===== src/design/fls_fifo.sv =====
// Small register FIFO with full/empty flags, data shown at the head.
// No dependencies.
module fls_fifo #(
  parameter int WIDTH = 32,
  parameter int DEPTH = 2
) (
  input  logic             clk,
  input  logic             rst_n,
  input  logic             push,
  input  logic [WIDTH-1:0] wr_data,
  input  logic             pop,
  output logic [WIDTH-1:0] rd_data,
  output logic             full,
  output logic             empty
);

  localparam int PW = (DEPTH > 1) ? $clog2(DEPTH) : 1;
  localparam int CW = $clog2(DEPTH + 1);

  logic [WIDTH-1:0] mem_r [DEPTH];
  logic [PW-1:0]    wr_ptr_r, wr_ptr_nxt;
  logic [PW-1:0]    rd_ptr_r, rd_ptr_nxt;
  logic [CW-1:0]    cnt_r, cnt_nxt;
  logic             do_push, do_pop;

  assign full    = (cnt_r == CW'(DEPTH));
  assign empty   = (cnt_r == '0);
  assign do_push = push && !full;
  assign do_pop  = pop && !empty;
  assign rd_data = mem_r[rd_ptr_r];

  always_comb begin
    wr_ptr_nxt = wr_ptr_r;
    rd_ptr_nxt = rd_ptr_r;
    cnt_nxt    = cnt_r;
    if (do_push) begin
      wr_ptr_nxt = (wr_ptr_r == PW'(DEPTH - 1)) ? '0 : wr_ptr_r + 1'b1;
    end
    if (do_pop) begin
      rd_ptr_nxt = (rd_ptr_r == PW'(DEPTH - 1)) ? '0 : rd_ptr_r + 1'b1;
    end
    if (do_push && !do_pop) begin
      cnt_nxt = cnt_r + 1'b1;
    end else if (do_pop && !do_push) begin
      cnt_nxt = cnt_r - 1'b1;
    end
  end

  always_ff @(posedge clk) begin
    if (!rst_n) begin
      wr_ptr_r <= '0;
      rd_ptr_r <= '0;
      cnt_r    <= '0;
    end else begin
      wr_ptr_r <= wr_ptr_nxt;
      rd_ptr_r <= rd_ptr_nxt;
      cnt_r    <= cnt_nxt;
    end
  end

  always_ff @(posedge clk) begin
    if (do_push) begin
      mem_r[wr_ptr_r] <= wr_data;
    end
  end

endmodule


===== config.mk =====
export PLATFORM = sky130hd
export DESIGN_NAME = fls_fifo
export DESIGN_NICKNAME = d
export VERILOG_FILES = /design/src/design/fls_fifo.sv
export SDC_FILE = /design/constraint.sdc
export NUM_CORES = 1
export LEC_CHECK = 0
export BUFFER_PORTS_ARGS = -buffer_cell sky130_fd_sc_hd__buf_2
export CORE_ASPECT_RATIO = 1.5
export CORE_MARGIN = 5
export CORE_UTILIZATION = 51
export CTS_BUF_LIST = sky130_fd_sc_hd__clkbuf_4 sky130_fd_sc_hd__clkbuf_8 sky130_fd_sc_hd__clkbuf_16
export DETAILED_ROUTE_END_ITERATION = 10
export PLACE_DENSITY = 0.83
export SKIP_LAST_GASP = 1
export SYNTH_ARGS = -nofsm -noshare
export SYNTH_HDL_FRONTEND = slang
export SYNTH_SLANG_ARGS = --single-unit

===== constraint.sdc =====
create_clock -name clk -period 3.3 [get_ports clk]
set_clock_uncertainty 0.15 [all_clocks]
set_input_delay 0 -clock clk [delete_from_list [all_inputs] [get_ports clk]]
set_output_delay 0 -clock clk [all_outputs]
set_load 0.05 [all_outputs]

; Word-level counts from Yosys, hierarchy flattened
; Memories as Yosys holds them, arrays and structs flattened. A register that Yosys moved wholly into a read port is not among the register bits.
; Index checks and enable logic that the tools add are counted.
[totals]
reg_bits = 4
n_memories = 1
output_inout_bits = 34
inputBits = 36
mem_bits_rw = 64
[op_classes]
n_reduce_logical = 10
eq_ne = 1
n_mux = 8
addsub = 4
[mem_list]
columns = name, depth, width, rd, rd_ports_with_merged_regs, write_ports, line_no
row1 = mem_r, 2, 32, 1, 1, 1, 20  ; logic [WIDTH-1:0] mem_r [DEPTH];
[ops]
columns = cell, n
row1 = 2-to-1 mux 1 bit, 6
row2 = logical AND 1 bit, 4
row3 = zero test 1 bit, 4
row4 = 2-to-1 mux 2 bit, 2
row5 = adder 1 bit (second input constant), 2
row6 = adder 2 x 1 -> 2 bit (second input constant), 1
row7 = == test 2 bit (second input constant), 1
row8 = zero test 2 bit, 1
row9 = nonzero test 2 bit, 1
row10 = subtractor 2 x 1 -> 2 bit (second input constant), 1

; Longest topological paths before layout
[logic_depth]
ltp_word = 7
mapped_depth = 7
depth_no_buf = 7

; Least setup slack after synthesis
; No wires, ideal clock.
[synth_path]
kind = register to register
from = register cnt_r[0]
to = memory mem_r[0][0], enable pin
n_path_buf = 0
path_stages_with_launch = 4
setup_time_ns = 0.417
slack_ns = 0.737
required_ns = 2.733
arrival_time_ns = 1.996
cell_sequence = dfxtp_1 > nand2b_1 > inv_2 > nor3_2
[synth_between]
elab_chain_cells = 5
[synth_lines]
columns = element, line_no
row1 = start: declaration, 23  ; logic [CW-1:0] cnt_r, cnt_nxt;
row2 = start signal: assignment, 57  ; cnt_r <= cnt_nxt;
row3 = == test 2 bit, 26  ; assign full = (cnt_r == CW'(DEPTH));
row4 = net full, 13  ; output logic full,
row5 = zero test 1 bit, 28  ; assign do_push = push && !full;
row6 = logical AND 1 bit, 28
row7 = 2-to-1 mux 1 bit, 62  ; if (do_push) begin
row8 = 2-to-1 mux 1 bit (implied by the code), 63  ; mem_r[wr_ptr_r] <= wr_data;
row9 = end: declaration, 20
; The timed path passes the listed nets, and every way through them passes these cells.

==> run summary <==
Status: finished, final reports clean
Grt peak-use layer: met2
H-tree levels: 3
# rows: 31
Setup_tns: 0 ns
Number of remaining DRC errors: 0
M1 GR Usage: 15.4%
Proportion of layout cells with a drive suffix above 1: 47.5%
Storage element area: 2020 um^2
Vias: 1,477
Die Span Y: 96.4 um
Die area: 6510 um^2
Final Hold Viols: 0
Family with the most delay on the worst path: flip-flops
Fill count: 312
Initial Util: 52.3%
Routed WL: 4840 um
Core ar.: 4850 um^2
Required @ worst endpoint: 3.15 ns
PortBufs: 69
Vias in the first global route: 1,628
Num CTS Buffers: 9
Routed len/inst: 15.6 um
Minimum clock period: 2.18 ns
Placed cells: 260
Clock Latency Late Sink: 0.32 ns
RePlAce Congestion: 0.756
Clock sinks: 69
Fmax: 460 MHz
Crit-path max cell delay: 0.72 ns
Syn avg cell area: 20.3 um^2
Max Cap Viol: 0
VDD IR-drop max: 593 uV
DRT Pass-1 Iters: 3
Ports: 70
Leak pwr: 1.37 nW
Initial antenna violation count: 0
Critical Path Start Type: flip-flop
Yosys warning total: 0
Gr ovfl total: 0
Worst slew margin: 58.5%
CTS tree: done
Synth Register Bits: 69
Worst hold path class: in2reg
Tcrit/Tclk final: 65.9%
Met2 usage: 30.5%
Post-synthesis sequential area ratio: 79.7%
CP max FO: 18
M3 GR Usage: 6.07%
Die width: 67.6 um
Setup Crit Path Kind: reg2out
DPL Wire Length: 3060 um
Clk slew on worst S/H paths: 0.07 ns
Slowest cell on crit path: dfxtp_1
Most common cell after layout, fill and taps aside: buf_2
Resize count post-CTS: 0
Synthesized cell area: 2540 um^2
Final Total Pwr: 0.00292 W
Crit path DAT: 2.03 ns
Layout area overhead: 39.3%
Most frequent cells in the layout: buf_2 (69), edfxtp_1 (64), dlygate4sd3_1 (35), mux2_2 (27), clkbuf_8 (9)
Unique masters post-synth: 21
Final net count: 277
Crit end category: output port
Setup violators final: 0
Buffers and inverters on the worst path: 2
Worst path cell trace: buf_4 > mux2_2 > buf_2
Avg Vias per Cell: 4.76
Ant diodes: 0
Clock root cell: clkbuf_8
First-pass GRT wire length: 7490 um
Max clock buf depth: 2
Cell Pwr Density: 826 nW/um^2
Non-Filler Instances: 310
Initial DRC Count: 48
Synthesized Nets: 162
Multi-input gate area: 493 um^2
Antenna-violating nets left: 0
Unrepaired setup endpoints after global routing: no
Cells after synthesis: 125
Largest net degree at the start of global routing: 33
Max-slew violations: 0
Tot GR Track Use: 16.7%
Slew @ Worst Pin: 0.622 ns
## metal layers
layer | vias to the layer above | wire length, um
li1 | 711 | -
met1 | 706 | 1640
met2 | 47 | 2830
met3 | 13 | 220
met4 | 0 | 146
met5 | - | 0
## registers in the layout, summed over array words and instances (netlist names), named ones only
register and cells:
mem_r 64, wr_ptr_r 1, cnt_r 2, rd_ptr_r 1
## worst register-to-register path, cell delays in order, from the launching register on
cell and delay [ns]:
dfxtp_1 0.42, nand2b_1 0.19, inv_2 0.08, nor2_1 0.10, ha_1 0.27, or3_1 0.36, a21boi_1 0.14
## per-stage QoR
step | hold slack, ns | setup slack (ns) | area (um^2) | utilization [%]
after global routing | 0.141 | 0.989 | 3530 | 72.9
after detailed placement | 0.0421 | 1.45 | 2980 | 61.5
after floorplan | -0.0511 | 0.737 | 2540 | -
after CTS | 0.117 | 1.08 | 3530 | 72.9
final | 0.133 | 1.12 | 3530 | 72.9
after global placement | 0.0394 | 1.45 | 2980 | 61.5
## Yosys cell counts
library cell | count | area share, %
ha_1 | 1 | 0.49
o21ai_0 | 1 | 0.20
and2_1 | 3 | 0.74
mux2_2 | 27 | 12
dfxtp_1 | 5 | 3.9
xor2_1 | 1 | 0.35
xnor2_1 | 2 | 0.69
a21boi_0 | 1 | 0.30
inv_1 | 1 | 0.15
nand2b_1 | 1 | 0.25
buf_2 | 4 | 0.79
edfxtp_1 | 64 | 76
and3_1 | 1 | 0.25
o21ai_1 | 1 | 0.20
inv_2 | 1 | 0.15
o21a_1 | 1 | 0.30
a21boi_1 | 1 | 0.30
or3_1 | 1 | 0.25
mux2_1 | 5 | 2.2
nor3_2 | 1 | 0.39
nor2_1 | 2 | 0.30
## timing repair
action | CTS | global route
setup endpoints to repair | 0 | 0
hold buffers | 35 | 0
buffers inserted | 0 | 0
endpoints found under the hold margin | 69 | 0
## power by group
part           leakage, nW  switching (W)  internal, W
Sequential           0.639      0.0000639      0.00110
Clock                0.106       0.000276     0.000414
Combinational        0.621       0.000739     0.000323
## path summary, 6_finish.rpt
check	startpoint	to	slack [ns]	cells past startpoint
max	flip-flop	rd_data[0]	1.12	3
min reg2reg	cnt_r[1]	cnt_r[1]	0.38	2
max reg2reg	cnt_r[0]	cnt_r[1]	1.53	6
min	push	mem_r[1][27]	0.13	2
## logic make-up after synthesis
group                    Yosys count  share of synthesized area [%]
multiplexers                      32                           14.2
adder cells (fa/ha/maj)            1                          0.493
XOR/XNOR                           3                           1.04
flip-flops                        69                           79.7
AND/OR/NAND/NOR                    9                           2.17
AO/OA/AOI/OAI                      5                           1.28
buffers and inverters              6                           1.09
## final cells by class
class                           instances  share of cell area (%)
Tap cell                               66                    2.34
Clock buffer                            9                    3.51
Inverter                                2                   0.212
Multi-Input combinational cell         50                    14.0
Sequential cell                        69                    57.2
Clock inverter                          6                    2.23
Timing Repair Buffer                  108                    20.5
Power figures use the tool's default switching activity.
