$ cat config.mk
export PLATFORM = sky130hd
export DESIGN_NAME = fls_hash_front
export DESIGN_NICKNAME = d
export VERILOG_FILES = /design/src/design/fls_pkg.sv /design/src/design/fls_hash_front.sv
export SDC_FILE = /design/constraint.sdc
export NUM_CORES = 1
export LEC_CHECK = 0
export BUFFER_PORTS_ARGS = -buffer_cell sky130_fd_sc_hd__buf_2
export CORE_MARGIN = 10
export CORE_UTILIZATION = 55
export CTS_BUF_LIST = sky130_fd_sc_hd__clkbuf_4
export DETAILED_ROUTE_END_ITERATION = 8
export PLACE_DENSITY = 0.78
export SYNTH_ARGS = -nofsm -noshare
export SYNTH_HDL_FRONTEND = slang
export SYNTH_SLANG_ARGS = --single-unit
export TNS_END_PERCENT = 100
$ cat constraint.sdc
create_clock -name clk -period 5.68 [get_ports clk]
set_input_delay 0.568 -clock clk [delete_from_list [all_inputs] [get_ports clk]]
set_output_delay 0.568 -clock clk [all_outputs]
set_load 0.02 [all_outputs]
$ cat src/design/fls_pkg.sv
// Package for the FNV-1a linear-probing uniqueness set.
// Hash constants, status codes, result type and capacity limits.
// No dependencies.
package fls_pkg;

  localparam logic [31:0] HASH_BASIS = 32'h811C_9DC5;
  localparam logic [31:0] HASH_PRIME = 32'h0100_0193;

  localparam logic [1:0] ST_NEW = 2'd0;
  localparam logic [1:0] ST_DUP = 2'd1;
  localparam logic [1:0] ST_OFF = 2'd2;

  localparam int          LG_W     = 5;
  localparam logic [4:0]  LG_MIN   = 5'd6;
  localparam logic [4:0]  LG_MAX   = 5'd16;
  localparam logic [4:0]  LG_RESET = 5'd16;
  // capacity word: holds 1 << LG_MAX
  localparam int          CAP_W    = 17;
  localparam int          CNT_W    = 16;

  typedef struct packed {
    logic [1:0]       status;
    logic             still_unique;
    logic [CNT_W-1:0] count;
  } result_t;

endpackage

$ cat src/design/fls_hash_front.sv
// Front end: takes value bytes, folds them into the FNV-1a hash and
// hands the finished hash on at the last byte. Uses fls_pkg.
module fls_hash_front
  import fls_pkg::*;
(
  input  logic        clk,
  input  logic        rst_n,
  input  logic        in_push,
  input  logic [7:0]  in_value_byte,
  input  logic        in_last_byte,
  input  logic        stall,
  output logic        in_full,
  output logic        hq_push,
  output logic [31:0] hq_data
);

  logic [31:0] hash_r, hash_nxt;
  logic [31:0] mixed;
  logic [31:0] prod;
  logic        accept;

  assign in_full = stall;
  assign accept  = in_push && !stall;
  assign mixed   = hash_r ^ {24'd0, in_value_byte};
  assign prod    = mixed * HASH_PRIME;
  assign hq_push = accept && in_last_byte;
  assign hq_data = prod;

  always_comb begin
    hash_nxt = hash_r;
    if (accept) begin
      hash_nxt = in_last_byte ? HASH_BASIS : prod;
    end
  end

  always_ff @(posedge clk) begin
    if (!rst_n) begin
      hash_r <= HASH_BASIS;
    end else begin
      hash_r <= hash_nxt;
    end
  end

endmodule

# Word-level counts from Yosys, hierarchy flattened
# Cells that the tools add are included.
# word_totals
input_bits	13
elab_cells	7
out_inout_bits	34
ff_bits	32
# op_classes
bitwise_logic	1
multipliers	1
n_mux	1
reduce_logical	3
# ops
cell	n
32-bit by 25-bit multiplier with 32-bit output, second input constant	1
32-bit two-way mux	1
32-bit by 8-bit XOR with 32-bit output	1
1-bit logical AND	2
1-bit logical NOT	1

# Logic depth before layout (Yosys ltp)
# depth
depth_word	3
depth_mapped	21
depth_no_buf	21

# Least setup slack after synthesis
# Ideal clock, no wire load.
# synth_timing
path_kind	in2out
startpoint	input in_value_byte[0]
endpoint	output hq_data[31]
arrival_time_ps	5589
cell_stages	18
n_path_buf	0
path_slack_ps	-477
required_time_ps	5112
path_cell_list	xor2_1 ha_1 ha_1 ha_1 ha_1 fa_1 ha_1 inv_1 fa_1 inv_1 ha_1 a2111o_1 o21ai_4 o31ai_4 a221oi_2 a211oi_1 o22ai_1 xor2_1
# synth_between
elab_chain_len	2
# synth_lines
item	line_no	rtl
from (decl)	fls_hash_front.sv:9	input logic [7:0] in_value_byte,
32-bit by 8-bit XOR with 32-bit output	fls_hash_front.sv:24	assign mixed = hash_r ^ {24'd0, in_value_byte};
32-bit by 25-bit multiplier with 32-bit output	fls_hash_front.sv:25	assign prod = mixed * HASH_PRIME;
to (decl)	fls_hash_front.sv:14	output logic [31:0] hq_data
# Every way passes these cells.

# Worst setup path in the final report
# layout_timing
startpoint	register hash_r[6]
endpoint	output hq_data[31]
# layout_between
elab_chain_len	2
# layout_lines
item	line_no	rtl
from (decl)	fls_hash_front.sv:17	logic [31:0] hash_r, hash_nxt;
from (signal assigned)	fls_hash_front.sv:40	hash_r <= hash_nxt;
32-bit by 8-bit XOR with 32-bit output	fls_hash_front.sv:24	
32-bit by 25-bit multiplier with 32-bit output	fls_hash_front.sv:25	
# Every way passes these cells.

==> flow_metrics.env <==
export IMPL_cts_htree_levels=2
export IMPL_die_h_um=133
export IMPL_ant_nets=0
export IMPL_cts_tree="done"
export IMPL_synthDominantCellAreaShare_pct=32.7
export IMPL_drc=1
export IMPL_post_route_min_period_ns=6.28
export IMPL_hpwlAfterDp_um=15800
export IMPL_r2r_setup_slack_ns=0.04
export IMPL_core_area_mm2=0.0126
export IMPL_routed_wl_um=25000
export IMPL_largest_reg_flops=32
export IMPL_ys_seq_elements=32
export IMPL_ys_flop_type="dfxtp_1"
export IMPL_m1WireLength_um=8750
export IMPL_clk_transition_reported_paths_ns=0.17
export IMPL_cap_violations=0
export IMPL_crit_arrival_ns=5.71
export IMPL_area_growth_pct=33.5
export IMPL_finalSetupViolCount=19
export IMPL_grt_max_degree=37
export IMPL_fill_cells=762
export IMPL_die_area_mm2=0.0177
export IMPL_rsz0062_at_grt="true"
export IMPL_clock_path_buffers=2
export IMPL_skew_ns=0.0415
export IMPL_hp_class="input port to register"
export IMPL_synth_top_family_by_area="adder cells"
export IMPL_antenna_found_initial=1
export IMPL_globalplace_congestion=0.941
export IMPL_via_per_inst=5.96
export IMPL_outcome="finished with violations"
export IMPL_synth_compound_area_share_pct=10.4
export IMPL_clk_latency_ns=0.41
export IMPL_first_pass_iters=9
export IMPL_io_pins=47
export IMPL_yosysUniqueCellTypes=57
export IMPL_top_regs="hash_r (32)"
export IMPL_cp_start_kind="register"
export IMPL_cp_end_kind="output port"
export IMPL_async_flop_share_pct=0
export IMPL_dr_wl_met3_um=1970
export IMPL_final_nets=1195
export IMPL_drt_initial_drc_count=597
export IMPL_violations="design-rule violations, negative setup slack"
export IMPL_clk_root_buffer_cell="clkbuf_4"
export IMPL_wl_met2_um=12200
export IMPL_setup_ws_ns=-0.601
export IMPL_synthSimpleGateAreaFrac_pct=8.57
export IMPL_clock_fmax_ghz=0.159
export IMPL_synth_area_leaders="ha_1, fa_1, inv_1, dfxtp_1, xor2_1"
export IMPL_grt_pass1_wl_um=36000
export IMPL_yosysTopAreaCell="ha_1"
export IMPL_fin_crit_sh_pct=111
export IMPL_grt_overflow_total=0
export IMPL_numCtsBuffers=5
export IMPL_die_w_um=133
export IMPL_synth_warnings=0
export IMPL_syn_inst=755
export IMPL_drive_above_1_share_pct=33.1
export IMPL_hold_violations=0
export IMPL_synth_area_mm2=0.00703
export IMPL_top_register="hash_r"
export IMPL_synth_edf_count=0
export IMPL_synth_seq_area_share_pct=9.11
export IMPL_tns_ns=-7.95
export IMPL_worst_pin_slew_ns=0.606
export IMPL_worstSetupPathType="register to output port"
export IMPL_start_util_pct=56.0
export IMPL_synth_nets=1026
export IMPL_grtUsageTotal_pct=25.6
export IMPL_drv_slew=0
export IMPL_row_count=41
export IMPL_cts_sinks=32
export IMPL_cp_required_ns=5.11
export IMPL_slew_headroom_pct=59.2
export IMPL_vias=6544
export IMPL_synth_xor_area_share_pct=7.10
export IMPL_syn_area_per_cell_um2=9.32
export IMPL_yosys_area_share_adder_pct=53.8
export IMPL_port_buffers=46
export IMPL_wl_per_cell_um=22.7
export IMPL_critPathMaxFanout=4
export IMPL_synth_area_mux_share_pct=0
export IMPL_top_layer="met4"
export IMPL_grt_pass1_vias=7032
repair_timing:
item	4_1_cts	5_1_grt
endpoints found under the setup margin	19	24
buffers inserted	22	9
pin swaps	65	36
hold buffers	0	0
gates resized for setup	127	29
cell families after synthesis:
family,after synthesis
AO/OA/AOI/OAI,98
flip-flops,32
adder cells (fa/ha/maj),258
AND/OR/NAND/NOR,118
XOR/XNOR,57
buffers and inverters,192
cell usage in the layout (no fill, tap or decap), types with 14 or more instances in the layout:
master / netlist / routed
inv_1: 178 / 172
ha_1: 184 / 152
buf_4: 1 / 132
fa_1: 74 / 73
nand2_1: 37 / 37
buf_2: 0 / 30
xnor2_1: 28 / 23
ha_4: 0 / 23
dfxtp_1: 32 / 20
nand3_1: 18 / 16
nor2b_1: 15 / 15
nor2_1: 17 / 15
buf_6: 1 / 14
critical path, stage by stage, from the launching register on:
cell and delay (ns):
dfxtp_4 0.45, xor2_4 0.29, ha_4 0.27, ha_4 0.21, fa_1 0.52, ha_2 0.18
fa_1 0.41, ha_1 0.28, inv_1 0.05, fa_1 0.50, inv_1 0.09, ha_4 0.24
a21o_1 0.22, o41ai_4 0.34, o31ai_4 0.18, a221oi_2 0.38, a211oi_2 0.13, o22ai_2 0.23
xor2_2 0.17, buf_6 0.13
synthesized netlist by cell type (2+ instances only):
cell type	number
and3_2	3
and2_1	4
ha_1	184
a31oi_1	2
a21oi_1	20
o21ai_0	12
nand2b_1	7
dfxtp_1	32
nand2_1	37
xnor2_1	28
and3_1	2
o21a_1	5
o211ai_1	5
nor4_1	2
clkbuf_1	7
a211oi_1	5
fa_1	74
a32o_1	2
clkbuf_8	3
a21o_1	11
a211o_1	2
nor4_2	2
nand3_1	18
a21boi_0	2
a2111o_1	2
nor3_1	4
a22oi_1	11
o31ai_1	2
inv_1	178
o21bai_1	3
xor2_1	29
nor2_1	17
nor2b_1	15
nand4_1	2
metrics by stage:
stage	hold slack (ns)	area [um2]	util, %	setup slack, ns	std cells
CTS	0.502	9090	72.3	-0.393	1088
global route	0.525	9390	74.7	-0.814	1098
finish	0.504	9390	74.7	-0.601	1098
detailed placement	0.501	8240	65.5	-0.451	1059
floorplan	0.460	7140	-	-0.0608	755
global placement	0.488	8240	65.5	-0.421	1059
area by class of cell:
class                      count  area (um2)  area share, %
antenna                        1        2.50         0.0267
inverter                     178         668           7.12
multi-input combinational    531        6470           68.9
tap                          172         215           2.29
clock inverter                 3        23.8          0.253
sequential                    32         671           7.14
timing repair buffer         176        1300           13.8
clock buffer                   5        37.5          0.400
per-layer routing:
| metal | vias up | track usage, % |
|---|---|---|
| met2 | 410 | 45.5 |
| met1 | 3157 | 27.1 |
| met4 | 0 | 17.7 |
| met3 | 178 | 4.31 |
| li1 | 2799 | - |
| met5 | - | 0 |
worst paths after layout:
kind | start | end | depth (start not counted)
setup / recovery | hash_r[6] | hq_data[31] | 19
hold / removal | in_last_byte | hash_r[4] | 4
setup reg to reg | hash_r[6] | hash_r[22] | 26
hold reg to reg | hash_r[30] | hash_r[30] | 2
Power is not shown: default switching activity piles up to over one toggle a cycle in this logic, so the estimate is an artifact.
